`config.mk`:
```
export PLATFORM = sky130hd
export DESIGN_NAME = chdc_classify
export DESIGN_NICKNAME = d
export VERILOG_FILES = /design/src/rtl/core/chdc_pkg.sv /design/src/rtl/core/chdc_classify.sv
export SDC_FILE = /design/constraint.sdc
export NUM_CORES = 2
export LEC_CHECK = 0
export BUFFER_PORTS_ARGS = -buffer_cell sky130_fd_sc_hd__buf_2
export CORE_MARGIN = 2
export CORE_UTILIZATION = 60
export DETAILED_ROUTE_END_ITERATION = 8
export GPL_TIMING_DRIVEN = 0
export PLACE_DENSITY = 0.78
export SLEW_MARGIN = 20
export SYNTH_ARGS = -nofsm -noshare
export SYNTH_HDL_FRONTEND = slang
export SYNTH_SLANG_ARGS = --single-unit
```
`constraint.sdc`:
```
create_clock -name clk -period 35.8 [get_ports clk]
set_input_delay 8.95 -clock clk [delete_from_list [all_inputs] [get_ports clk]]
set_output_delay 8.95 -clock clk [all_outputs]
set_load 0.02 [all_outputs]
```
`src/rtl/core/chdc_pkg.sv`:
```
// shared types and constants of the hot/dead channel classifier
`timescale 1ns / 1ps

package chdc_pkg;

  // fixed field widths
  localparam int CH_W    = 12;
  localparam int ADC_W   = 8;
  localparam int SUM_W   = 32;
  localparam int SQ_W    = 40;
  localparam int CFG_W   = 8;

  // apb port
  localparam int PADDR_W = 4;
  localparam int PDATA_W = 32;

  // status arithmetic: 40x20 multiplier, second operand taken as two 20-bit digits
  localparam int MUL_W     = 40;
  localparam int DIG_W     = 20;
  localparam int PROD_W    = MUL_W + DIG_W;
  localparam int ACC_W     = 82;
  localparam int MUL_STEPS = 6;

  // request queue between front and back
  localparam int QUEUE_DEPTH = 4;

  // register indexes
  localparam logic [1:0] REG_SHIFT = 2'd0;
  localparam logic [1:0] REG_DEAD  = 2'd1;
  localparam logic [1:0] REG_HOT   = 2'd2;
  localparam logic [1:0] REG_RMS   = 2'd3;

  // register reset values
  localparam logic [CFG_W-1:0] SHIFT_RST = 8'd0;
  localparam logic [CFG_W-1:0] DEAD_RST  = 8'd10;
  localparam logic [CFG_W-1:0] HOT_RST   = 8'd180;
  localparam logic [CFG_W-1:0] RMS_RST   = 8'd100;

  // status codes
  localparam logic [1:0] STATUS_GOOD  = 2'd0;
  localparam logic [1:0] STATUS_DEAD  = 2'd1;
  localparam logic [1:0] STATUS_HOT   = 2'd2;
  localparam logic [1:0] STATUS_NOISY = 2'd3;

  // commands
  localparam logic CMD_HIT    = 1'b0;
  localparam logic CMD_REPORT = 1'b1;

  // threshold codes on which a hit is dropped
  localparam logic [ADC_W-1:0] TH_OFF_LO = 8'd0;
  localparam logic [ADC_W-1:0] TH_OFF_HI = 8'd255;

  typedef struct packed {
    logic [CFG_W-1:0] th_offset;
    logic [CFG_W-1:0] dead_mean_limit;
    logic [CFG_W-1:0] hot_mean_limit;
    logic [CFG_W-1:0] rms_limit;
  } cfg_t;

  typedef struct packed {
    logic             command;
    logic             in_range;
    logic [CH_W-1:0]  channel;
    logic [ADC_W-1:0] adc;
  } op_t;

endpackage

```
`src/rtl/core/chdc_classify.sv`:
```
// status unit: dead/hot compare, then variance test on a shared 40x20 multiplier
`timescale 1ns / 1ps

module chdc_classify #(
  parameter int COUNT_BITS = 24
) (
  input  logic                          clk,
  input  logic                          rst_n,
  input  chdc_pkg::cfg_t                cfg,
  input  logic                          start,
  input  logic [COUNT_BITS-1:0]         cnt,
  input  logic [chdc_pkg::SUM_W-1:0]    sum,
  input  logic [chdc_pkg::SQ_W-1:0]     sq,
  output logic                          done,
  output logic [1:0]                    status
);
  import chdc_pkg::*;

  localparam int LP_W = COUNT_BITS + CFG_W;

  typedef enum logic [2:0] {
    C_IDLE = 3'b001,
    C_MUL  = 3'b010,
    C_FIN  = 3'b100
  } cstate_t;

  cstate_t           state_r, state_nxt;
  logic [2:0]        step_r, step_nxt;
  logic              done_r, done_nxt;
  logic [1:0]        status_r, status_nxt;
  logic [MUL_W-1:0]  lc_r, lc_nxt;
  logic [PROD_W-1:0] prod_r, prod_nxt;
  logic              neg_r, neg_nxt;
  logic              hi_r, hi_nxt;
  logic [ACC_W-1:0]  acc_r, acc_nxt;

  logic [LP_W-1:0]   dead_prod, hot_prod, lc_full;
  logic              is_dead, is_hot;
  logic [MUL_W-1:0]  x_op, y_op;
  logic [DIG_W-1:0]  digit;
  logic [ACC_W-1:0]  term;

  assign dead_prod = LP_W'(cfg.dead_mean_limit) * LP_W'(cnt);
  assign hot_prod  = LP_W'(cfg.hot_mean_limit) * LP_W'(cnt);
  assign lc_full   = LP_W'(cfg.rms_limit) * LP_W'(cnt);
  assign is_dead   = (cnt == '0) || (MUL_W'(sum) < MUL_W'(dead_prod));
  assign is_hot    = (MUL_W'(sum) > MUL_W'(hot_prod));

  // step pairs: cnt*sq added, sum*sum and lc*lc subtracted
  always_comb begin
    case (step_r[2:1])
      2'd0: begin
        x_op = sq;
        y_op = MUL_W'(cnt);
      end
      2'd1: begin
        x_op = MUL_W'(sum);
        y_op = MUL_W'(sum);
      end
      default: begin
        x_op = lc_r;
        y_op = lc_r;
      end
    endcase
  end

  assign digit = step_r[0] ? y_op[MUL_W-1:DIG_W] : y_op[DIG_W-1:0];
  assign term  = hi_r ? (ACC_W'(prod_r) << DIG_W) : ACC_W'(prod_r);

  always_comb begin
    state_nxt  = state_r;
    step_nxt   = step_r;
    done_nxt   = 1'b0;
    status_nxt = status_r;
    lc_nxt     = lc_r;
    prod_nxt   = prod_r;
    neg_nxt    = neg_r;
    hi_nxt     = hi_r;
    acc_nxt    = acc_r;
    case (state_r)
      C_IDLE: begin
        if (start) begin
          if (is_dead) begin
            status_nxt = STATUS_DEAD;
            done_nxt   = 1'b1;
          end else if (is_hot) begin
            status_nxt = STATUS_HOT;
            done_nxt   = 1'b1;
          end else begin
            lc_nxt    = MUL_W'(lc_full);
            acc_nxt   = '0;
            step_nxt  = '0;
            state_nxt = C_MUL;
          end
        end
      end
      C_MUL: begin
        if (step_r < 3'(MUL_STEPS)) begin
          prod_nxt = x_op * digit;
          neg_nxt  = (step_r[2:1] != 2'd0);
          hi_nxt   = step_r[0];
        end
        // accumulate the product of the previous step
        if (step_r != '0) begin
          acc_nxt = neg_r ? acc_r - term : acc_r + term;
        end
        step_nxt = step_r + 1'b1;
        if (step_r == 3'(MUL_STEPS)) begin
          state_nxt = C_FIN;
        end
      end
      C_FIN: begin
        status_nxt = (!acc_r[ACC_W-1] && (acc_r != '0)) ? STATUS_NOISY : STATUS_GOOD;
        done_nxt   = 1'b1;
        state_nxt  = C_IDLE;
      end
      default: begin
        state_nxt = C_IDLE;
      end
    endcase
  end

  always_ff @(posedge clk) begin
    if (!rst_n) begin
      state_r <= C_IDLE;
      step_r  <= '0;
      done_r  <= 1'b0;
    end else begin
      state_r <= state_nxt;
      step_r  <= step_nxt;
      done_r  <= done_nxt;
    end
  end

  always_ff @(posedge clk) begin
    status_r <= status_nxt;
    lc_r     <= lc_nxt;
    prod_r   <= prod_nxt;
    neg_r    <= neg_nxt;
    hi_r     <= hi_nxt;
    acc_r    <= acc_nxt;
  end

  assign done   = done_r;
  assign status = status_r;
endmodule

```
# [After elaboration in Yosys (flattened, before gate mapping)]
# Index checks and enable logic that the tools add are counted.
[word_totals] ff_bits=185 word_cells=76 input_bits=131 output_inout_bits=3
[classes] reduce_logical=16 n_lt_le_gt_ge=3 multipliers=4 bitwise=2 add_sub_neg=3 n_mux=28 n_eq_ne=11
[ops] op="$mux 82" n=5
[ops] op="$pmux 82 s2" n=1
[ops] op="$mul 8x24->32" n=3
[ops] op="$add 82x80->82" n=1
[ops] op="$reduce_bool 82->1" n=1
[ops] op="$sub 82x80->82" n=1
[ops] op="$mux 80" n=1
[ops] op="$pmux 40 s2" n=1
[ops] op="$pmux 32 s2" n=1
[ops] op="$mul 40x20->60" n=1
[ops] op="$gt 32x32->1" n=1
[ops] op="$lt 32x32->1" n=1
[ops] op="$logic_not 24->1" n=1
[ops] op="$mux 3" n=7
[ops] op="$mux 20" n=1
[ops] op="$pmux 3 s2" n=2
[ops] op="$reduce_and 4->1" n=3
[ops] op="$ne 2x2->1 const B" n=5
[ops] op="$mux 2" n=4
[ops] op="$eq 3x3->1 const B" n=2
[ops] op="$reduce_bool 2->1" n=3
[ops] op="$reduce_and 5->1" n=1
[ops] op="$pmux 2 s2" n=1
[ops] op="$add 3x1->3 const B" n=1
[ops] op="other kinds (15)" n=18

# [Depth between registers and ports, before layout]
[logic_depth] word_depth=6 depth_mapped=36 mapped_depth_nobuf=33

# [Least setup slack after synthesis]
# Ideal clock, no wire load.
[synth_timing] kind="input -> register" start="in cfg[15] (netlist bit)" end="reg acc_r[0], enable pin" setup_time_ns=0.550 t_required_ns=35.250 path_stages=30 t_arrival_ns=19.348 slack_ns=15.902 n_path_buf=1 path_cell_list="clkbuf_1 nand2_1 fa_1 fa_1 inv_1 fa_1 inv_1 fa_1 inv_1 ha_1 inv_1 o21bai_1 a2111oi_0 o21bai_1 a21oi_1 o21bai_1 nand4_1 nand4b_1 a21oi_1 xnor2_1 ha_1 a21o_1 a21o_1 a21oi_1 o21ai_0 a221o_1 a21o_1 a221oi_1 o2111ai_1 a21oi_1"
[synth_between] elab_chain_len=4
[synth_lines] element="from (decl)" line_no="chdc_classify.sv:9" text="input chdc_pkg::cfg_t cfg,"
[synth_lines] element="$mul 8x24->32" line_no="chdc_classify.sv:44" text="assign hot_prod = LP_W'(cfg.hot_mean_limit) * LP_W'(cnt);"
[synth_lines] element="$gt 32x32->1" line_no="chdc_classify.sv:47" text="assign is_hot = (MUL_W'(sum) > MUL_W'(hot_prod));"
[synth_lines] element="$ne 2x2->1 (no source line)"
[synth_lines] element="$reduce_and 5->1 (no source line)"
[synth_lines] element="to (signal assigned)" line_no="chdc_classify.sv:141" text="acc_r <= acc_nxt;"
[synth_lines] element="to (decl)" line_no="chdc_classify.sv:35" text="logic [ACC_W-1:0] acc_r, acc_nxt;"
# No other way between the ends.
# A chain may end at the register's enable or synchronous reset.

# [Worst setup path after layout]
[layout_timing] start="in cnt[1]" end="reg lc_r[25], enable pin"
[layout_between] elab_chain_len=5 word_cells_on_any_way=9 cone_classes="2 x mul; 2 x order compare; 2 x bitwise; 3 x reduce/logical"
[layout_lines] element="from (decl)" line_no="chdc_classify.sv:11" text="input logic [COUNT_BITS-1:0] cnt,"
[layout_lines] element="$mul 8x24->32" line_no="chdc_classify.sv:43" text="assign dead_prod = LP_W'(cfg.dead_mean_limit) * LP_W'(cnt);"
[layout_lines] element="$lt 32x32->1" line_no="chdc_classify.sv:46" text="assign is_dead = (cnt == '0) || (MUL_W'(sum) < MUL_W'(dead_prod));"
[layout_lines] element="$logic_or 1x1->1" line_no="chdc_classify.sv:46"
[layout_lines] element="$not 1->1 (no source line)"
[layout_lines] element="$reduce_and 4->1 (no source line) *"
[layout_lines] element="to (signal assigned)" line_no="chdc_classify.sv:137" text="lc_r <= lc_nxt;"
[layout_lines] element="to (decl)" line_no="chdc_classify.sv:31" text="logic [MUL_W-1:0] lc_r, lc_nxt;"
# Mark *: on every way between the ends. The rest lies on a longest branch, timed or not.

==> metrics.cfg <==
[run_status]
status=finished clean

[timing]
maxSlewHeadroom=0.141
setup_violations=0
tightest_slew_ns=1.28
fin_crit_ns=18.94
rsz0062_at_grt=no
slew_violations=0
max_freq_ghz=0.0528
min_period_over_period=0.529
hold_viol=0
fin_setup_tns_ns=0
skew_ns=0.0315

[cts]
tritoncts=done
ctsHoldBuffers=0
clockBufferDepth=2
ctsResizeCount=0
path_clk_slew_ns=0.08
clk_latency_ns=0.52
cts_root_buf=clkbuf_16
numCtsBuffers=17
clock-sinks=185
post_cts_buffers=0
htree_levels=4

[worst_hold_path]
hold_path_end=hi_r
hp-start=step_r[0]
hold_depth=0
hp-class=flip-flop to flip-flop

[synth]
yosysWarnings=0
synth_top_area_cell=fa_1
yosysUniqueCellTypes=92
syn_area_mm2=0.0594
syn_nets=8754
synth_common_cells=inv_1, fa_1, nand2_1, nor2_1, ha_1
syn_avg_cell_area_um2=8.41
yosysMostFrequentCell=inv_1
ys.flop_type=edfxtp_1
synthCells=7072
synth_edf_count=178
ys_ff_latch=185
async_reset_ff_frac=0
synth_top_area_frac=0.363
seq_area_frac_synth=0.0923
synthTopCellsByArea=fa_1, ha_1, edfxtp_1

[floorplanning]
dieArea_mm2=0.102
rows=115
die_w_um=319
io_pins=134
start_util=0.605
core_area_mm2=0.0983
die_h_um=319

[worst_setup_path]
setup.worst_path.start=cnt[1]
worstPathArrival_ns=19.15
max_stage_delay_ns=0.92
reg2reg_from=step_r[1]
crit_fanout=10
r2r_slack_ns=24.17
crit_required_ns=36.01
timing.rr.end=prod_r[49]
slowest_stage=a221oi_1
reg2reg_depth=34
start_kind=input port
critPathCaptureType=flip-flop
criticalPathCategory=input port to flip-flop

[global_route]
grt-ovfl-total=0
track_usage=0.425
antenna_found_initial=16
grt_first_pass_wirelength_um=322000
grt_pass1_vias=53400
grt_max_degree=25

[final_layout]
fin_nets=8912
fillCellCount=8726
drive_gt1_frac=0.0362
syn_to_final_growth_pct=5.46

[routing]
drtIter0Drc=5764
drc_errors=0
dr.pass1.iters=6
wl_um=214000
vias=52700
postRouteAntennaNets=0
routed_via_density=6.18
wl_per_cell_um=25.0

[placed_design]
gp_congestion=1.08
io_buffers=122
dpl.hpwl_um=179000

[job]
cap_violations=0

==> worst max-delay path: cells and delay by family <==
kind	cells	cell delay, ns
compound gates	14	4.17
fa+ha+maj	6	2.73
buf+inv	11	2.29
simple gates	4	0.80
xor+xnor	1	0.15
==> area by class of cell <==
type                            count  area, um2  area share
Multi-Input combinational cell   5328      48200       0.769
Inverter                         1194       4480      0.0715
Clock inverter                     15        176     0.00281
Antenna cell                        7       17.5    0.000279
Buffer                            365       1410      0.0226
Timing Repair Buffer              139        875      0.0140
Tap cell                         1287       1610      0.0257
Sequential cell                   185       5490      0.0875
Clock buffer                       17        425     0.00679
==> placed cells by master (no fill, tap or decap), types with 124 or more instances in the layout <==
master       n
and2_1     383
xnor2_1    141
fa_1      1077
buf_2      136
ha_1       474
clkbuf_1   337
xor2_1     124
o21ai_0    184
a21oi_1    318
edfxtp_1   178
nor2_1     566
a21o_1     168
inv_1     1193
nand2_1   1047
==> cell families (layout without fill, tap and decap cells) <==
group,Yosys count,after routing,synth area share
buf+inv,1559,1730,0.0992
flops,185,185,0.0923
compound gates,1032,1032,0.111
fa+ha+maj,1551,1551,0.462
xor+xnor,265,265,0.0390
other cells,0,7,0
mux,42,42,0.00718
simple gates,2438,2438,0.189
==> registers in the layout (all words and copies together), names as in the netlist <==
| register | cells |
|---|---|
| state_r | 3 |
| prod_r | 60 |
| status | 2 |
| step_r | 3 |
| hi_r | 1 |
| lc_r | 32 |
| acc_r | 82 |
| neg_r | 1 |
| done | 1 |
==> worst max-delay path by stage <==
stage | to | slack (ns) | cells after the start
after floorplan | acc_r[0] | 15.90 | 30
after global placement | acc_r[15] | 11.41 | 26
after detailed placement | lc_r[31] | 16.44 | 36
after CTS | lc_r[22] | 16.94 | 36
after global routing | lc_r[22] | 16.44 | 36
final | lc_r[25] | 16.87 | 36
==> stage by stage <==
stage	setup WS, ns	instance area (um2)	util	hold WS (ns)	std cells
2_1_floorplan	15.90	59400	-	0.435	7072
3_3_place_gp	11.41	61700	0.627	0.477	8481
3_5_place_dp	16.44	62000	0.631	0.478	8497
4_1_cts	16.94	62600	0.637	0.496	8529
5_1_grt	16.44	62700	0.638	0.518	8534
6_report	16.87	62700	0.638	0.495	8537
==> layer usage <==
layer,wire length (um),part of all wire,GRT usage
met5,41,0.00019,0
met1,81400,0.38,0.556
met3,28100,0.13,0.133
met2,89100,0.42,0.627
met4,15000,0.070,0.237
Power is not shown: default switching activity piles up to over one toggle a cycle in this logic, so the estimate is an artifact.
