File: src/rtl/core/chdc_pkg.sv
// shared types and constants of the hot/dead channel classifier
`timescale 1ns / 1ps

package chdc_pkg;

  // fixed field widths
  localparam int CH_W    = 12;
  localparam int ADC_W   = 8;
  localparam int SUM_W   = 32;
  localparam int SQ_W    = 40;
  localparam int CFG_W   = 8;

  // apb port
  localparam int PADDR_W = 4;
  localparam int PDATA_W = 32;

  // status arithmetic: 40x20 multiplier, second operand taken as two 20-bit digits
  localparam int MUL_W     = 40;
  localparam int DIG_W     = 20;
  localparam int PROD_W    = MUL_W + DIG_W;
  localparam int ACC_W     = 82;
  localparam int MUL_STEPS = 6;

  // request queue between front and back
  localparam int QUEUE_DEPTH = 4;

  // register indexes
  localparam logic [1:0] REG_SHIFT = 2'd0;
  localparam logic [1:0] REG_DEAD  = 2'd1;
  localparam logic [1:0] REG_HOT   = 2'd2;
  localparam logic [1:0] REG_RMS   = 2'd3;

  // register reset values
  localparam logic [CFG_W-1:0] SHIFT_RST = 8'd0;
  localparam logic [CFG_W-1:0] DEAD_RST  = 8'd10;
  localparam logic [CFG_W-1:0] HOT_RST   = 8'd180;
  localparam logic [CFG_W-1:0] RMS_RST   = 8'd100;

  // status codes
  localparam logic [1:0] STATUS_GOOD  = 2'd0;
  localparam logic [1:0] STATUS_DEAD  = 2'd1;
  localparam logic [1:0] STATUS_HOT   = 2'd2;
  localparam logic [1:0] STATUS_NOISY = 2'd3;

  // commands
  localparam logic CMD_HIT    = 1'b0;
  localparam logic CMD_REPORT = 1'b1;

  // threshold codes on which a hit is dropped
  localparam logic [ADC_W-1:0] TH_OFF_LO = 8'd0;
  localparam logic [ADC_W-1:0] TH_OFF_HI = 8'd255;

  typedef struct packed {
    logic [CFG_W-1:0] th_offset;
    logic [CFG_W-1:0] dead_mean_limit;
    logic [CFG_W-1:0] hot_mean_limit;
    logic [CFG_W-1:0] rms_limit;
  } cfg_t;

  typedef struct packed {
    logic             command;
    logic             in_range;
    logic [CH_W-1:0]  channel;
    logic [ADC_W-1:0] adc;
  } op_t;

endpackage

File: src/rtl/core/chdc_in_if.sv
// input request channel of the classifier
`timescale 1ns / 1ps

interface chdc_in_if;
  import chdc_pkg::*;

  logic             valid;
  logic             ready;
  logic             command;
  logic [CH_W-1:0]  channel;
  logic [ADC_W-1:0] adc;
  logic [ADC_W-1:0] threshold;

  modport source (output valid, command, channel, adc, threshold, input ready);
  modport sink (input valid, command, channel, adc, threshold, output ready);
endinterface

File: src/rtl/core/chdc_front.sv
// front end: takes requests, drops ignored hits, queues the rest
`timescale 1ns / 1ps

module chdc_front #(
  parameter int NUM_CHANNELS = 4096
) (
  chdc_in_if.sink        in_req,
  input  chdc_pkg::cfg_t cfg,
  input  logic           clearing,
  input  logic           fifo_full,
  output logic           push,
  output chdc_pkg::op_t  push_op
);
  import chdc_pkg::*;

  logic           in_range;
  logic           th_on;
  logic           above;
  logic           keep;
  logic [ADC_W:0] adc_sh;

  assign in_range = (32'(in_req.channel) < 32'(NUM_CHANNELS));
  assign th_on    = (in_req.threshold != TH_OFF_LO) && (in_req.threshold != TH_OFF_HI);
  // adc > threshold - shift, done without going negative
  assign adc_sh   = {1'b0, in_req.adc} + {1'b0, cfg.th_offset};
  assign above    = (adc_sh > {1'b0, in_req.threshold});
  assign keep     = (in_req.command == CMD_REPORT) || (in_range && th_on && above);

  assign in_req.ready = !fifo_full && !clearing;
  assign push         = in_req.valid && in_req.ready && keep;

  always_comb begin
    push_op.command  = in_req.command;
    push_op.in_range = in_range;
    push_op.channel  = in_req.channel;
    push_op.adc      = in_req.adc;
  end
endmodule

File: src/flat_wrapper.sv
// flat-port wrapper written by rule: the top's interface ports become plain ports
module chdc_front_flat import chdc_pkg::*;
#(
  parameter int NUM_CHANNELS = 4096
)
  (cfg, clearing, fifo_full, push, push_op, in_req_valid, in_req_command, in_req_channel, in_req_adc, in_req_threshold, in_req_ready);
  chdc_in_if in_req_i ();
  input  chdc_pkg::cfg_t cfg;
  input  logic clearing;
  input  logic fifo_full;
  output logic push;
  output chdc_pkg::op_t push_op;
  input wire logic [$bits(in_req_i.valid)-1:0] in_req_valid;
  input wire logic [$bits(in_req_i.command)-1:0] in_req_command;
  input wire logic [$bits(in_req_i.channel)-1:0] in_req_channel;
  input wire logic [$bits(in_req_i.adc)-1:0] in_req_adc;
  input wire logic [$bits(in_req_i.threshold)-1:0] in_req_threshold;
  output wire logic [$bits(in_req_i.ready)-1:0] in_req_ready;
  assign in_req_i.valid = in_req_valid;
  assign in_req_i.command = in_req_command;
  assign in_req_i.channel = in_req_channel;
  assign in_req_i.adc = in_req_adc;
  assign in_req_i.threshold = in_req_threshold;
  assign in_req_ready = in_req_i.ready;
  chdc_front #(.NUM_CHANNELS(NUM_CHANNELS)) u_core (.in_req(in_req_i), .cfg(cfg), .clearing(clearing), .fifo_full(fifo_full), .push(push), .push_op(push_op));
endmodule
File: config.mk
export PLATFORM = sky130hd
export DESIGN_NAME = chdc_front_flat
export DESIGN_NICKNAME = d
export VERILOG_FILES = /design/src/rtl/core/chdc_pkg.sv /design/src/rtl/core/chdc_in_if.sv /design/src/rtl/core/chdc_front.sv /design/src/flat_wrapper.sv
export SDC_FILE = /design/constraint.sdc
export NUM_CORES = 1
export LEC_CHECK = 0
export BUFFER_PORTS_ARGS = -buffer_cell sky130_fd_sc_hd__buf_2
export CAP_MARGIN = 20
export CORE_ASPECT_RATIO = 0.7
export CORE_MARGIN = 1.5
export CORE_UTILIZATION = 37
export DETAILED_ROUTE_END_ITERATION = 12
export GPL_ROUTABILITY_DRIVEN = 0
export GPL_TIMING_DRIVEN = 0
export PLACE_DENSITY_LB_ADDON = 0.08
export REMOVE_ABC_BUFFERS = 1
export SLEW_MARGIN = 20
export SYNTH_ARGS = -nofsm -noshare
export SYNTH_HDL_FRONTEND = slang
export SYNTH_SLANG_ARGS = --single-unit
File: constraint.sdc
create_clock -name vclk -period 5.8
set_input_delay 0.58 -clock vclk [all_inputs]
set_output_delay 0.58 -clock vclk [all_outputs]
set_load 0.01 [all_outputs]
Yosys cells after proc, flatten, opt, wreduce, memory -nomap -nowiden. Cells that the tools add are included.

Add/subtract/negate cells: 1. $mul: 0. Divide/modulo/power cells: 0. Magnitude comparators: 1. Equality and inequality tests: 1. Shift operators: 0. Mux-type cells: 0. Bitwise operators: 0. Reduce and logical (&&, ||, !) cells: 9.

Operators with widths (number): 8-bit by 8-bit adder with 9-bit output (1); 9-bit by 8-bit greater-than comparator with 1-bit output (1); 8-bit != test, second input constant (1); 8-bit nonzero test (1); 1-bit logical AND (5); 1-bit zero test (2); 1-bit logical OR (1).

Flip-flop bits (word level): 0. Latch bits: 0. Bits in writable memories: 0. Bits in read-only memories: 0. Input port bits: 64. Logic and storage cells: 12. Memories: 0.

Depth between registers and ports, before layout. Gate-level depths: netlist of run 1.

Word-level depth: 5. Gate-level depth with buffers: 14. Depth with buffers taken out: 14.

Least setup slack after synthesis of run 1. Ideal clock, no wire load.

Path kind: in2out. Start: input in_req_adc[0]. End: output push. Arrival time: 2.721 ns. Path slack: 2.499 ns. Stages on the path: 14. Path buffers: 0. Path through: ha_1 inv_1 fa_1 nor2b_4 o31a_1 o21a_1 nor2_2 xnor2_1 ha_1 nand4_1 nor2_1 a31oi_1 o21ai_0 a31oi_1.

Cells in the longest elaborated chain, start to end: 5.

RTL lines: start: declaration (RTL line flat_wrapper.sv:16) `input wire logic [$bits(in_req_i.adc)-1:0] in_req_adc;`; 8-bit by 8-bit adder with 9-bit output (RTL line chdc_front.sv:25) `assign adc_sh = {1'b0, in_req.adc} + {1'b0, cfg.th_offset};`; 9-bit by 8-bit greater-than comparator with 1-bit output (RTL line chdc_front.sv:26) `assign above = (adc_sh > {1'b0, in_req.threshold});`; 1-bit logical AND (RTL line chdc_front.sv:27) `assign keep = (in_req.command == CMD_REPORT) || (in_range && th_on && above);`; 1-bit logical OR (RTL line chdc_front.sv:27); 1-bit logical AND (RTL line chdc_front.sv:30) `assign push = in_req.valid && in_req.ready && keep;`; end: declaration (RTL line flat_wrapper.sv:11) `output logic push;`.

No other way between the ends.

Worst setup path in the final report of run 1. Ends and elaborated chain as after synthesis.

==> results.json, run 1 <==
{
  "gr-usage-met2_pct": 20.0,
  "fmax_mhz": 272,
  "grt_pass1_wl_um": 2570,
  "grt_max_degree": 6,
  "crit_chain": "buf_2 > ha_1 > inv_1 > fa_1 > nor2b_4 > o31a_1 > o21a_1 > nor2_2 > xnor2_1 > ha_1 > a211oi_1 > o221ai_1 > o21ai_0 > a31oi_1 > buf_2",
  "drv_slew": 0,
  "fin_tns_setup_ns": 0,
  "setup_ws_ns": 2.12,
  "hold_class": "in2out",
  "drive_gt1_share_pct": 35.0,
  "post_cts_resized": 0,
  "postCtsHoldBufs": 0,
  "crit_path_start": "in_req_adc[0]",
  "route.detailed.drc": 0,
  "grt_setup_unrepaired": "false",
  "critPathSlowestCell": "fa_1",
  "period_minus_slack_ns": 3.68,
  "p_leak_nw": 0.437,
  "max-vdd-ir-drop_uv": 42.1,
  "die_w_um": 56.0,
  "wire_per_inst_um": 11.5,
  "die-area_mm2": 0.00224,
  "synth_top_cells_by_area": "ha_1 (28%), buf_4 (23%), inv_1 (6.2%), nor2_1 (4.6%), xnor2_1 (3.6%)",
  "numPortBuffers": 39,
  "drt-vias-per-instance": 4.79,
  "path_depth": 15,
  "start_kind": "input port",
  "cp_data_arrival_time_ns": 3.10,
  "synth_cell_types": 27,
  "seq_cells": 0,
  "outcome": "finished clean",
  "gr-total-overflow": 0,
  "avgSynthCellArea_um2": 7.27,
  "die_h_um": 40.1,
  "vias": 666,
  "start_util_pct": 39.2,
  "track_usage_pct": 14.6,
  "clock_buffers": 0,
  "antenna_found_initial": 0,
  "power_uw": 77.5,
  "place_inst": 139,
  "busiest_layer": "met2",
  "pin_count": 88,
  "crit_path_end_kind": "primary output",
  "core_area_mm2": 0.00185,
  "seq_area_um2": 0,
  "fp-row-count": 13,
  "powerDensity_mw_per_mm2": 98.8,
  "crit_end": "push",
  "finalHoldViolCount": 0,
  "layout.nets": 200,
  "drtIter0Drc": 18,
  "cts_setup_buffers": 0,
  "synth_seq_area_share_pct": 0,
  "synth_area_um2": 727,
  "critical_path_buf_inv_count": 3,
  "finalWirelength_um": 1610,
  "final_cells": 139,
  "antenna_cells": 0,
  "area_growth_pct": 7.92,
  "cp.required_ns": 5.22,
  "grt_pass1_vias": 591,
  "multi_input_area_um2": 517,
  "synth_top_area_cell": "ha_1",
  "layout_commonest_cell": "buf_2",
  "setup_violations": 0,
  "critPathTopFamily": "compound AO/OA/AOI/OAI gates",
  "fill_cells": 194,
  "syn_inst": 100,
  "grt.met1_usage_pct": 18.1,
  "crit_type": "in2out",
  "most-common-layout-cells": "buf_2 (39), ha_1 (16), inv_1 (12), nor2_1 (9), a21oi_1 (5)",
  "pre_cts_ws_ns": 2.07,
  "firstDrtPassIters": 4,
  "cp_max_fo": 3,
  "postRouteAntennaNets": 0,
  "max_cap_violations": 0,
  "synth_top_area_share_pct": 27.5,
  "grt_util_met3_pct": 10.6,
  "crit_path_max_incr_delay_ns": 0.43,
  "yosysWarnings": 0,
  "fin_crit_sh_pct": 63.5
}
==> Yosys cell counts <==
cell type   n
fa_1        1
nor3_1      2
a21o_1      1
nor2_1      9
nand4_1     3
o31a_1      1
o21a_1      3
nand2b_1    1
nand3b_1    1
conb_1      1
a211oi_1    3
a21oi_1     5
xor2_1      1
nand2_1     2
nor2_2      1
xnor2_1     3
ha_1       16
inv_1      12
o21ai_1     1
a31oi_1     2
buf_4      22
o21ai_0     3
o211ai_1    1
o221ai_1    1
nor2b_1     1
nor4_1      2
nor2b_4     1
==> worst min-delay path by stage <==
stage / cells after the start / end / slack (ns) / from
detailed placement: 0 / push_op[9] / 1.16 / in_req_channel[1]
global placement: 0 / push_op[9] / 1.16 / in_req_channel[1]
CTS: 0 / push_op[9] / 1.16 / in_req_channel[1]
floorplan: 0 / push_op[0] / 1.16 / in_req_adc[0]
finish: 0 / push_op[9] / 1.16 / in_req_channel[1]
global route: 0 / push_op[12] / 1.16 / in_req_channel[4]
==> power breakdown <==
group	internal (mW)	switching, mW
Sequential	0	0
Combinational	0.0379	0.0396
Clock	0	0
==> per-layer routing <==
layer | routed length [µm] | vias up | part of all wire [%]
li1 | - | 360 | -
met1 | 756 | 250 | 47
met2 | 503 | 56 | 31
met3 | 346 | 0 | 22
met4 | 0 | 0 | 0
met5 | 0 | - | 0
==> through the flow <==
step	hold WS [ns]	instance area, µm²	util [%]
after floorplan	1.16	562	-
after global placement	1.16	785	42.3
after detailed placement	1.16	785	42.3
after CTS	1.16	785	42.3
after global routing	1.16	785	42.3
final	1.16	785	42.3
==> cell families after synthesis <==
logic type / after synthesis / share of synthesized area, %
other: 1 / 0.516
XOR/XNOR: 4 / 4.82
adder cells (fa/ha/maj): 17 / 30.3
buffers and inverters: 34 / 28.9
AND/OR/NAND/NOR: 23 / 16.9
AO/OA/AOI/OAI: 21 / 18.6
==> area by class of cell <==
cell class | instances | area share [%]
inverters | 12 | 5.74
multi-input cells | 66 | 65.9
well taps | 22 | 3.51
repair buffers | 39 | 24.9
Note: power is estimated with default switching activity, not from simulation.
==> inputs of run 2 (changes only) <==
--- a/config.mk
+++ b/config.mk
@@ -9,7 +9,7 @@
 export CAP_MARGIN = 20
 export CORE_ASPECT_RATIO = 0.7
 export CORE_MARGIN = 1.5
-export CORE_UTILIZATION = 37
+export CORE_UTILIZATION = 35
 export DETAILED_ROUTE_END_ITERATION = 12
 export GPL_ROUTABILITY_DRIVEN = 0
 export GPL_TIMING_DRIVEN = 0
==> constraint.sdc (replaced) <==
create_clock -name vclk -period 3.7
set_input_delay 0.37 -clock vclk [all_inputs]
set_output_delay 0.37 -clock vclk [all_outputs]
set_load 0.01 [all_outputs]
==> results.json, run 2 (synthesis results as in run 1) <==
{
  "cp_max_fo": 3,
  "crit_path_start": "in_req_adc[0]",
  "finalWirelength_um": 1560,
  "final_util_pct": 41.2,
  "most-common-layout-cells": "buf_2 (39), ha_1 (16), inv_1 (12), nor2_1 (9), a21oi_1 (5)",
  "drv_slew": 0,
  "crit_chain": "buf_2 > ha_1 > inv_1 > fa_1 > nor2b_4 > o31a_1 > o21a_1 > nor2_2 > xnor2_1 > ha_1 > a211oi_1 > o221ai_1 > o21ai_0 > a31oi_1 > buf_2",
  "hold_class": "in2out",
  "swShare_pct": 51.5,
  "post-dp-hpwl_um": 1420,
  "hold_ws_ns": 0.740,
  "seq_cells": 0,
  "route.detailed.drc": 0,
  "hold_end": "push_op[13]",
  "vias": 661,
  "drt-vias-per-instance": 4.76,
  "fin_tns_setup_ns": 0,
  "antenna_cells": 0,
  "cp.required_ns": 3.33,
  "max_cap_violations": 0,
  "hp-start": "in_req_channel[5]",
  "gr-total-overflow": 0,
  "drive_gt1_share_pct": 35.0,
  "postRouteAntennaNets": 0,
  "antenna_found_initial": 0,
  "grt_pass1_wl_um": 2390,
  "seq_area_um2": 0,
  "outcome": "finished clean",
  "setup_ws_ns": 0.391,
  "layout.nets": 200,
  "firstDrtPassIters": 4,
  "power_uw": 122,
  "cts_setup_buffers": 0,
  "p_int_uw": 59.3,
  "power.switching_uw": 62.9,
  "fin_crit_sh_pct": 89.4,
  "place_inst": 139,
  "post-route-cell-area_um2": 785,
  "p_seq_share_pct": 0,
  "powerDensity_mw_per_mm2": 156,
  "layout_commonest_cell": "buf_2",
  "die-area_mm2": 0.00236,
  "start_kind": "input port",
  "clock_buffers": 0,
  "crit_path_end_kind": "primary output",
  "grt_max_degree": 6,
  "fmax_mhz": 302,
  "grt_setup_unrepaired": "false",
  "pwr-share-comb_pct": 100.0,
  "max-vdd-ir-drop_uv": 61.1,
  "fp-row-count": 13,
  "core_area_mm2": 0.00190,
  "track_usage_pct": 13.3,
  "area_growth_pct": 7.92,
  "final_cells": 139,
  "worstHoldPathCells": 0,
  "crit_path_max_incr_delay_ns": 0.43,
  "postPlaceCellArea_um2": 785,
  "post_cts_resized": 0,
  "numPortBuffers": 39,
  "finalHoldViolCount": 0,
  "p_clk_share_pct": 0,
  "critPathSlowestCell": "fa_1",
  "crit_type": "in2out",
  "pin_count": 88,
  "cp_data_arrival_time_ns": 2.94,
  "period_minus_slack_ns": 3.31,
  "start_util_pct": 38.2,
  "drtIter0Drc": 19,
  "postCtsHoldBufs": 0,
  "setup_violations": 0,
  "die_w_um": 57.5,
  "pre_cts_ws_ns": 0.387,
  "p_leak_nw": 0.437,
  "grt_pass1_vias": 535,
  "wire_per_inst_um": 11.2,
  "die_h_um": 41.1
}
[run 2: cell counts in the layout (fill, tap and decap cells not counted)]
No cell type changed its count.
[run 2: worst max-delay path, delay by kind of cell]
kind	cells	cell delay [ns]
xor gates and xnor gates	1	0.13
adders and majority gates	3	0.94
AOI/OAI and AO/OA	6	1.01
buffers and inverters	3	0.30
and+or+nand+nor	2	0.18
[run 2: layout make-up]
class | instances | area [µm²]
Fill cell | 205 | 1120
Multi-Input combinational cell | 66 | 517
Timing Repair Buffer | 39 | 195
Inverter | 12 | 45.0
Tap cell | 22 | 27.5
[run 2: worst max path at each step]
stage / slack [ns] / end / depth (start not counted)
final: 0.39 / push / 15
after global routing: 0.22 / push / 15
after CTS: 0.38 / push / 15
after detailed placement: 0.39 / push / 15
after global placement: 0.42 / push / 15
after floorplan: 0.82 / push / 14
[run 2: power by group through the flow]
stage                     Combinational [mW]  Clock (mW)  Sequential, mW
after floorplan                       0.0797           0               0
after global placement                 0.121           0               0
after detailed placement               0.123           0               0
after CTS                              0.124           0               0
after global routing                   0.142           0               0
final                                  0.122           0               0
[run 2: metal layers]
layer  up-vias  share of wire (%)  track usage [%]
met5         -                  0                0
met4         0                  0                0
met3         0                 19             8.83
met2        41                 34             19.3
met1       261                 47             17.2
li1        359                  -                -
