$ cat config.mk
export PLATFORM = sky130hd
export DESIGN_NAME = chdc_fifo
export DESIGN_NICKNAME = d
export VERILOG_FILES = /design/src/rtl/core/chdc_pkg.sv /design/src/rtl/core/chdc_fifo.sv
export SDC_FILE = /design/constraint.sdc
export NUM_CORES = 1
export LEC_CHECK = 0
export BUFFER_PORTS_ARGS = -buffer_cell sky130_fd_sc_hd__buf_2
export CORE_MARGIN = 2
export CORE_UTILIZATION = 55
export CTS_BUF_LIST = sky130_fd_sc_hd__clkbuf_4
export DETAILED_ROUTE_END_ITERATION = 12
export PLACE_DENSITY = 0.82
export SLEW_MARGIN = 15
export SYNTH_ARGS = -nofsm -noshare
export SYNTH_HDL_FRONTEND = slang
export SYNTH_SLANG_ARGS = --single-unit
$ cat constraint.sdc
create_clock -name clk -period 2.54 [get_ports clk]
set_clock_uncertainty 0.05 [all_clocks]
set_input_delay 0.381 -clock clk [delete_from_list [all_inputs] [get_ports clk]]
set_output_delay 0.381 -clock clk [all_outputs]
set_load 0.02 [all_outputs]
$ cat src/rtl/core/chdc_pkg.sv
// shared types and constants of the hot/dead channel classifier
`timescale 1ns / 1ps

package chdc_pkg;

  // fixed field widths
  localparam int CH_W    = 12;
  localparam int ADC_W   = 8;
  localparam int SUM_W   = 32;
  localparam int SQ_W    = 40;
  localparam int CFG_W   = 8;

  // apb port
  localparam int PADDR_W = 4;
  localparam int PDATA_W = 32;

  // status arithmetic: 40x20 multiplier, second operand taken as two 20-bit digits
  localparam int MUL_W     = 40;
  localparam int DIG_W     = 20;
  localparam int PROD_W    = MUL_W + DIG_W;
  localparam int ACC_W     = 82;
  localparam int MUL_STEPS = 6;

  // request queue between front and back
  localparam int QUEUE_DEPTH = 4;

  // register indexes
  localparam logic [1:0] REG_SHIFT = 2'd0;
  localparam logic [1:0] REG_DEAD  = 2'd1;
  localparam logic [1:0] REG_HOT   = 2'd2;
  localparam logic [1:0] REG_RMS   = 2'd3;

  // register reset values
  localparam logic [CFG_W-1:0] SHIFT_RST = 8'd0;
  localparam logic [CFG_W-1:0] DEAD_RST  = 8'd10;
  localparam logic [CFG_W-1:0] HOT_RST   = 8'd180;
  localparam logic [CFG_W-1:0] RMS_RST   = 8'd100;

  // status codes
  localparam logic [1:0] STATUS_GOOD  = 2'd0;
  localparam logic [1:0] STATUS_DEAD  = 2'd1;
  localparam logic [1:0] STATUS_HOT   = 2'd2;
  localparam logic [1:0] STATUS_NOISY = 2'd3;

  // commands
  localparam logic CMD_HIT    = 1'b0;
  localparam logic CMD_REPORT = 1'b1;

  // threshold codes on which a hit is dropped
  localparam logic [ADC_W-1:0] TH_OFF_LO = 8'd0;
  localparam logic [ADC_W-1:0] TH_OFF_HI = 8'd255;

  typedef struct packed {
    logic [CFG_W-1:0] th_offset;
    logic [CFG_W-1:0] dead_mean_limit;
    logic [CFG_W-1:0] hot_mean_limit;
    logic [CFG_W-1:0] rms_limit;
  } cfg_t;

  typedef struct packed {
    logic             command;
    logic             in_range;
    logic [CH_W-1:0]  channel;
    logic [ADC_W-1:0] adc;
  } op_t;

endpackage

$ cat src/rtl/core/chdc_fifo.sv
// short request queue between front and back
`timescale 1ns / 1ps

module chdc_fifo (
  input  logic           clk,
  input  logic           rst_n,
  input  logic           push,
  input  chdc_pkg::op_t  push_op,
  input  logic           pop,
  output chdc_pkg::op_t  head_op,
  output logic           empty,
  output logic           full
);
  import chdc_pkg::*;

  localparam int PTR_W = $clog2(QUEUE_DEPTH);

  op_t              q_r [QUEUE_DEPTH];
  logic [PTR_W-1:0] wr_ptr_r, wr_ptr_nxt;
  logic [PTR_W-1:0] rd_ptr_r, rd_ptr_nxt;
  logic [PTR_W:0]   cnt_r, cnt_nxt;

  assign empty   = (cnt_r == '0);
  assign full    = (cnt_r == (PTR_W+1)'(QUEUE_DEPTH));
  assign head_op = q_r[rd_ptr_r];

  always_comb begin
    wr_ptr_nxt = push ? wr_ptr_r + 1'b1 : wr_ptr_r;
    rd_ptr_nxt = pop ? rd_ptr_r + 1'b1 : rd_ptr_r;
    cnt_nxt    = cnt_r;
    if (push && !pop) begin
      cnt_nxt = cnt_r + 1'b1;
    end else if (pop && !push) begin
      cnt_nxt = cnt_r - 1'b1;
    end
  end

  always_ff @(posedge clk) begin
    if (!rst_n) begin
      wr_ptr_r <= '0;
      rd_ptr_r <= '0;
      cnt_r    <= '0;
    end else begin
      wr_ptr_r <= wr_ptr_nxt;
      rd_ptr_r <= rd_ptr_nxt;
      cnt_r    <= cnt_nxt;
    end
  end

  always_ff @(posedge clk) begin
    if (push) begin
      q_r[wr_ptr_r] <= push_op;
    end
  end
endmodule

# Word level (Yosys, flattened, before mapping)

Memories as Yosys holds them, arrays and structs flattened. A register that Yosys moved wholly into a read port is not among the register bits.
Index checks and enable logic that the tools add are counted.

Register bits after elaboration: 7
RAM bits: 88
Input port bits: 26
Output and inout port bits: 24
Word-level logic and storage cells: 21
Memories: 1

Add/sub/neg operators: 4
Equal/unequal tests: 1
Muxes and demuxes: 6
Reductions and logical operators: 6

Memory list:

| memory | words | bits a word | rd ports | clocked after memory_dff | wr ports | RTL line        | source |
|---|---|---|---|---|---|---|---|
| q_r    | 4     | 22          | 1        | 1                        | 1        | chdc_fifo.sv:18 | `op_t q_r [QUEUE_DEPTH];` |

Operators with widths:

| operator                                          | count |
|---|---|
| two-way mux 3 bit                                 | 2 |
| adder 2 x 1 -> 2 bit (second input constant)      | 2 |
| two-way mux 2 bit                                 | 2 |
| adder 3 x 1 -> 3 bit (second input constant)      | 1 |
| == test 3 bit (second input constant)             | 1 |
| logical NOT 3 bit                                 | 1 |
| subtractor 3 x 1 -> 3 bit (second input constant) | 1 |
| logical AND 1 bit                                 | 2 |
| logical NOT 1 bit                                 | 2 |
| two-way mux 1 bit                                 | 2 |
| nonzero test 2 bit                                | 1 |

# Longest topological paths before layout

Gate-level depths: netlist (run 1).

Word-level depth: 4
Depth in mapped cells: 7
Mapped depth without buffers: 7

# Least setup slack after synthesis (run 1)

Ideal clock, no wire load.

Path type: in2reg
From: in pop
To: reg cnt_r[2]
Arrival: 1.582 ns
Data required time: 2.414 ns
Slack: 0.832 ns
Stages on the path: 7
Path buffers: 0
Path through: inv_1 -> ha_1 -> inv_1 -> fa_1 -> xor2_1 -> or3_1 -> a21boi_0

Word-level cells in the longest chain between the ends: 3
Elaborated cells on any way between the ends: 5
Classes of those cells: mux: 1; reduce/logical: 4

RTL lines:

| element                                                        | RTL line        | source |
|---|---|---|
| from (decl)                                                    | chdc_fifo.sv:9  | `input logic pop,` |
| logical NOT 1 bit                                              | chdc_fifo.sv:31 | `if (push && !pop) begin` |
| logical AND 1 bit                                              | chdc_fifo.sv:31 |  |
| two-way mux 3 bit / nonzero test 2 bit (equally long branches) | n/a             |  |
| to (signal assigned)                                           | chdc_fifo.sv:46 | `cnt_r <= cnt_nxt;` |
| to (decl)                                                      | chdc_fifo.sv:21 | `logic [PTR_W:0] cnt_r, cnt_nxt;` |

Several ways; a longest one is shown, not always the timed one.
A chain may end at the register's enable or synchronous reset.

==> impl_results.md, run 1 <==
- CP Data Required Time: 2.11 ns
- Critical setup path kind: flop to output port
- Worst Reg2Reg Path Length in Cells: 4
- Hold path cells: 1
- Main combinational cell family by area after synthesis: multiplexers
- Post-DR vias/cell: around 5.3
- Clk_lat worst skew: 0.42 ns
- Setup crit end kind: output port
- PostCTS Resize Cnt: 0
- Die X-Extent: 85.2 µm
- Setup WS pre-CTS: 0.579 ns
- Fmax: ~0.42 GHz
- Crit path DAT: 1.95 ns
- Slew margin rel.: 70.1%
- Post-Synth XOR/XNOR Area: 1.21%
- H-tree levels: 3
- Hold Slack: 0.102 ns
- P&R area growth vs syn: 14.3%
- Max Cap Viol: 0
- Max incr delay on CP: ~0.56 ns
- Hold Path Sink: q_r[3][10]
- RSZ-0062 raised after global routing: no
- GRT Util Overall: 15.9%
- Core area: 6350 µm²
- Worst r2r src: cnt_r[0]
- Actual slew at the worst max-slew pin: 0.448 ns
- Yosys warning total: 0
- Mapped cell area: about 3600 µm²
- Avg Cell Area, Syn: roughly 23 µm²
- Worst setup margin: 0.160 ns
- Lkg Pwr: 1.44 nW
- Clock root buffer: clkbuf_4
- GRT Residual Overflow: 0
- Final Util: about 65%
- Multiplexer share of the synthesized area: between 10% and 20%
- Die Area: between 7000 and 8000 µm²
- Final Hold Viols: 0
- Final RePlAce weighted congestion: between 0.7 and 0.8
- NumNets Final: about 250
- Row Count: 29
- Clk pwr share: 24.6%
- Compound-cell area share of the yosys netlist: 0.345%
- Average wire per standard cell: 17.4 µm
- Switch share: between 20% and 30%
- Worst R2R Setup Slack: 0.98 ns
- NetSw: 0.000772 W
- Total number of vias: between 1500 and 2000
- Vias in the first global route: around 1700
- Clk slew on worst S/H paths: 0.16 ns
- Net Count, Synth: 189
- R2R Path End: cnt_r[2]
- Setup bufs post-CTS: 0
- Initial antenna violation count: 0
- TritonCTS clock tree: yes
- TritonCTS Sinks: between 90 and 100
- Worst vdd ir: 415 µV
- Fin crit period: 2.38 ns
- Most frequent cells in the layout: edfxtp_1 (88), buf_2 (49), mux4_2 (20), and2_1 (9), clkbuf_4 (9)
- Power Density: between 700 and 800 nW/µm²
- CTS Buf Count: 9
- Routed Wire Length: between 5000 and 6000 µm
- Routed Antenna Nets: 0
- Starting Density: 57.1%
- Port bufs: 49
- Maximum root-to-sink buffer count: 2
- Io pins: 50
- Critical path fanouts, max: 11
- First-pass GRT wire length: between 8000 and 9000 µm
- Post-Synthesis Cells: 157
- Sequential share of the synthesized area: between 70% and 80%
- Internal power: 0.00223 W
- FILL cells: 417
- Simple-gate area share of the yosys netlist: 2.52%
- Delay-heaviest family, CP: flip-flops
- Min-delay src: push_op[10]
- Setup total negative slack: 0 ns
- Run status: completed
- Flop pwr share: 62.2%
- N_diodes: 0
- Crit path max-delay cell type: dfxtp_2
- Placed Cells: 286
- Final Cycle Share: 93.7%
- Synth Register Bits: 97
- CP startpoint kind: flop
- Combinational power share: 13.2%
- DR DRC count: 0
- Largest net degree at the start of global routing: 23
- CP bufs+invs: 2
- CP cell instances: buf_4 > mux4_2 > buf_2
- DRT iter0 DRCs: 95
- Non-Filler Instances: between 300 and 400
- Final setup fails: 0
- Layout cell share with drive strength beyond 1: 41.3%
- Commonest non-fill, non-tap cell in the layout: edfxtp_1
- Slew Viols, Final: 0
- Die height: ~85 µm
- Hold buffers post-CTS: 0
- Final HPWL DP: 3500 µm
- Drt pass-1 iters: 4
- Unique masters post-synth: 20
- Adder-Cell Fraction of Synth Area: 2.28%
- Worst hold path class: input port to flop
==> metal layers <==
layer,vias to the layer above,part of all wire [%],track usage [%]
met5,-,0,0
met4,0,1.8,6.49
met3,11,4.1,3.99
met2,37,54,27.2
met1,797,40,19.6
li1,765,-,-
==> cell families after synthesis <==
group | after synthesis
compound gates | 2
xor+xnor | 5
fa+ha+maj | 6
buf+inv | 8
flops | 97
mux | 24
simple gates | 15
==> per-stage QoR <==
step / cell area, µm² / power [W]
floorplan: 3620 / 0.00216
global placement: 4010 / 0.00229
detailed placement: 4010 / 0.00230
CTS: 4140 / 0.00303
global route: 4140 / 0.00313
finish: 4140 / 0.00300
==> cell type report <==
| type | instances | area, µm² | share of cell area [%] |
|---|---|---|---|
| Clock buffer | 9 | 67.6 | 1.63 |
| Clock inverter | 7 | 63.8 | 1.54 |
| Inverter | 4 | 15.0 | 0.362 |
| Multi-Input combinational cell | 52 | 753 | 18.2 |
| Sequential cell | 97 | 2820 | 68.2 |
| Tap cell | 77 | 96.3 | 2.33 |
| Timing Repair Buffer | 56 | 323 | 7.79 |
==> worst register-to-register path, delay by kind of cell, from the launching register on <==
family	cells	cell delay, ns
adder cells (fa/ha/maj)	1	0.44
flip-flops	1	0.38
AND/OR/NAND/NOR	1	0.30
XOR/XNOR	1	0.17
AO/OA/AOI/OAI	1	0.16
==> power by group through the flow <==
stage | clock network (W) | logic [W] | registers (W)
floorplan | 0 | 0.000274 | 0.00189
global placement | 0 | 0.000395 | 0.00190
detailed placement | 0 | 0.000401 | 0.00190
CTS | 0.000763 | 0.000405 | 0.00187
global route | 0.000821 | 0.000431 | 0.00187
finish | 0.000739 | 0.000395 | 0.00186
==> synthesized netlist by cell type (all sizes together) <==
library cell | count | area share [%]
dfxtp | 9 | 5.0
nor3b | 1 | 0.21
mux2i | 2 | 0.55
o21ai | 1 | 0.14
xor2 | 3 | 0.73
mux4 | 22 | 14
xnor2 | 2 | 0.48
ha | 5 | 1.7
nand2 | 1 | 0.10
and2 | 9 | 1.6
a21boi | 1 | 0.21
inv | 4 | 0.41
or3 | 1 | 0.17
fa | 1 | 0.55
nor2b | 2 | 0.35
edfxtp | 88 | 73
nor3 | 1 | 0.14
buf | 4 | 0.90
==> registers in the layout, indices dropped and copies added, names as in the netlist, named ones only <==
register,count
rd_ptr_r,2
cnt_r,3
q_r,88
wr_ptr_r,2
==> worst max path at each step <==
stage | depth (start not counted) | slack (ns) | end | startpoint
floorplan | 7 | 0.83 | cnt_r[2] | pop
global placement | 3 | 0.61 | head_op[7] | flop
detailed placement | 3 | 0.58 | head_op[5] | flop
CTS | 3 | 0.08 | head_op[5] | flop
global route | 3 | 0.02 | head_op[5] | flop
finish | 3 | 0.16 | head_op[5] | flop
Power figures use the tool's default switching activity.
==> inputs of run 2 (changes only) <==
--- a/config.mk
+++ b/config.mk
@@ -5,12 +5,13 @@
 export SDC_FILE = /design/constraint.sdc
 export NUM_CORES = 1
 export LEC_CHECK = 0
-export BUFFER_PORTS_ARGS = -buffer_cell sky130_fd_sc_hd__buf_2
+export ABC_AREA = 1
 export CORE_MARGIN = 2
 export CORE_UTILIZATION = 55
 export CTS_BUF_LIST = sky130_fd_sc_hd__clkbuf_4
 export DETAILED_ROUTE_END_ITERATION = 12
-export PLACE_DENSITY = 0.82
+export DONT_BUFFER_PORTS = 1
+export PLACE_DENSITY = 0.75
 export SLEW_MARGIN = 15
 export SYNTH_ARGS = -nofsm -noshare
 export SYNTH_HDL_FRONTEND = slang
==> impl_results.md, run 2 <==
- Most frequent cells in the layout: edfxtp_1 (88), nor2_1 (49), o21ai_0 (32), buf_4 (26), dlygate4sd3_1 (24)
- Routed Wire Length: approximately 6800 µm
- Power Density: 741 nW/µm²
- Hold Slack: around 0.032 ns
- Routed Antenna Nets: 0
- Critical path fanouts, max: 22
- Max incr delay on CP: 0.50 ns
- Min-delay src: rst_n
- Die X-Extent: 86.4 µm
- Run status: completed
- Register Area: 2820 µm²
- First-pass GRT wire length: 10600 µm
- Share of the synthesized area in the top cell type: 70.7%
- Final Hold Viols: 0
- N_diodes: 0
- Setup crit end kind: output port
- Asr flop ratio synth: 0%
- DR DRC count: 0
- DRT iter0 DRCs: ~190
- Actual slew at the worst max-slew pin: 0.617 ns
- Layout cell share with drive strength beyond 1: 14.2%
- Worst vdd ir: 458 µV
- Slew Viols, Final: 0
- Drt pass-1 iters: 4
- Final setup fails: 0
- Crit path max-delay cell type: dfxtp_1
- GRT Util Overall: 19.0%
- TritonCTS Sinks: 97
- Sequential share of the synthesized area: 75.5%
- RSZ-0062 raised after global routing: no
- GRT Residual Overflow: 0
- Worst Reg2Reg Path Length in Cells: 5
- Vias in the first global route: 2189
- Fmax: 0.419 GHz
- Synth Flop Type: edfxtp_1
- Post-DR vias/cell: 5.57
- Setup bufs post-CTS: 0
- Post-synth EDFFs: 88
- Die Area: approximately 7500 µm²
- Yosys warning total: 0
- Initial antenna violation count: 0
- Net Count, Synth: 303
- Maximum root-to-sink buffer count: 2
- Starting Density: 55.9%
- Unique masters post-synth: 19
- CP startpoint kind: flop
- FILL cells: 490
- Max Cap Viol: 0
- Max reg flops: 88
- CTS Buf Count: 9
- Synth Register Bits: 97
- Fin crit period: 2.39 ns
- Total number of vias: 2249
- Clk_lat worst skew: 0.41 ns
- Synth area leader: edfxtp_1
- Io pins: 50
- Worst r2r src: wr_ptr_r[0]
- Final Cycle Share: 94.0%
- Multi-input gate area: 736 µm²
- Crit path DAT: between 1.5 and 2 ns
- TritonCTS clock tree: yes
- Row Count: 30
- Mapped cell area: 3740 µm²
- Core area: 6680 µm²
- Top cells by count, synth: edfxtp_1 (88), nor2_1 (49), o21ai_0 (32), o22ai_1 (22), o21ai_1 (18)
- CP cell instances: inv_2 > o21ai_0 > o22ai_1
- Final RePlAce weighted congestion: 0.755
- Biggest regs: q_r (88), cnt_r (3)
- Average wire per standard cell: 16.8 µm
- Avg Cell Area, Syn: roughly 14 µm²
- Clock root buffer: clkbuf_4
- Final HPWL DP: 3810 µm
- Count leader, synth: edfxtp_1
- Slew margin rel.: 58.5%
- Setup total negative slack: 0 ns
- Largest net degree at the start of global routing: between 40 and 50
- Die height: 86.4 µm
- Worst hold path class: input port to flop
- Critical setup path kind: flop to output port
- CP Data Required Time: between 2 and 2.5 ns
- Lkg Pwr: 1.56 nW
- Final Util: 65.1%
- NumNets Final: 351
- Commonest non-fill, non-tap cell in the layout: edfxtp_1
- R2R Path End: q_r[0][16]
- Post-Synthesis Cells: roughly 270
- Hold path cells: 2
- Hold Path Sink: wr_ptr_r[0]
- Clk slew on worst S/H paths: 0.14 ns
- P&R area growth vs syn: 16.5%
- Worst R2R Setup Slack: ~1.1 ns
- Most flops, register: q_r
- H-tree levels: 3
- Port bufs: 0
- Main area contributors after synthesis: edfxtp_1 (71%), nor2_1 (4.9%), dfxtp_1 (4.8%)
## run 2: changes by cell type after synthesis, moves of 3 or more
cell	delta
and2_1	-9
o21ai_0	+31
buf_6	+5
mux4_2	-20
nor2_1	+49
xor2_1	-3
inv_1	+11
a21oi_1	+4
nand2_1	+8
o22ai_1	+22
o21ai_1	+18
## run 2: critical path: cells and delay by family, from the launching register on
family	cells	cell delay [ns]
AO/OA/AOI/OAI	2	0.64
flip-flops	1	0.50
buffers and inverters	1	0.40
## run 2: layout make-up
| type | count | share of cell area, % |
|---|---|---|
| clock buffer | 9 | 1.55 |
| clock inverter | 7 | 2.73 |
| inverter | 17 | 1.64 |
| multi-input combinational | 144 | 16.9 |
| sequential | 97 | 64.9 |
| tap | 80 | 2.30 |
| timing repair buffer | 50 | 10.0 |
## run 2: worst max path at each step
stage	from	endpoint	slack, ns	cells past startpoint
after CTS	flop	head_op[18]	0.02	3
after global placement	flop	head_op[17]	0.58	3
after global routing	flop	head_op[17]	0.02	3
final	flop	head_op[21]	0.15	3
after floorplan	wr_ptr_r[0]	q_r[2][0]	1.08	4
after detailed placement	flop	head_op[18]	0.55	3
## run 2: logic make-up after synthesis
family	after synthesis	synth area share (%)
AND/OR/NAND/NOR	62	6.39
buffers and inverters	30	4.95
AO/OA/AOI/OAI	76	10.9
adder cells (fa/ha/maj)	6	2.21
flip-flops	97	75.5
## run 2: repair_timing
action,4_1_cts,5_1_grt
hold endpoints to repair,89,1
endpoints found under the setup margin,0,9
resized for setup,0,2
hold buffers,23,1
## run 2: per-layer routing
| metal | GRT usage (%) | wire length, µm | up-vias |
|---|---|---|---|
| met5 | 0 | 0 | - |
| met4 | 7.81 | 173 | 0 |
| met3 | 6.19 | 310 | 15 |
| met2 | 30.8 | 3430 | 56 |
| met1 | 23.8 | 2870 | 1090 |
| li1 | - | - | 1088 |
## run 2: report_power, final
part / internal (W) / total (W) / leakage (nW) / switching [W]
registers: 0.00182 / 0.00185 / 0.883 / 0.0000326
logic: 0.000144 / 0.000388 / 0.588 / 0.000244
clock network: 0.000498 / 0.000988 / 0.0921 / 0.000490
## run 2: through the flow
stage	area [µm²]	worst slack [ns]	total power, W	cells
floorplan	3740	1.08	0.00212	271
global placement	3920	0.581	0.00222	364
detailed placement	3920	0.553	0.00223	364
CTS	4340	0.0170	0.00323	403
global route	4350	0.0155	0.00334	404
finish	4350	0.153	0.00322	404
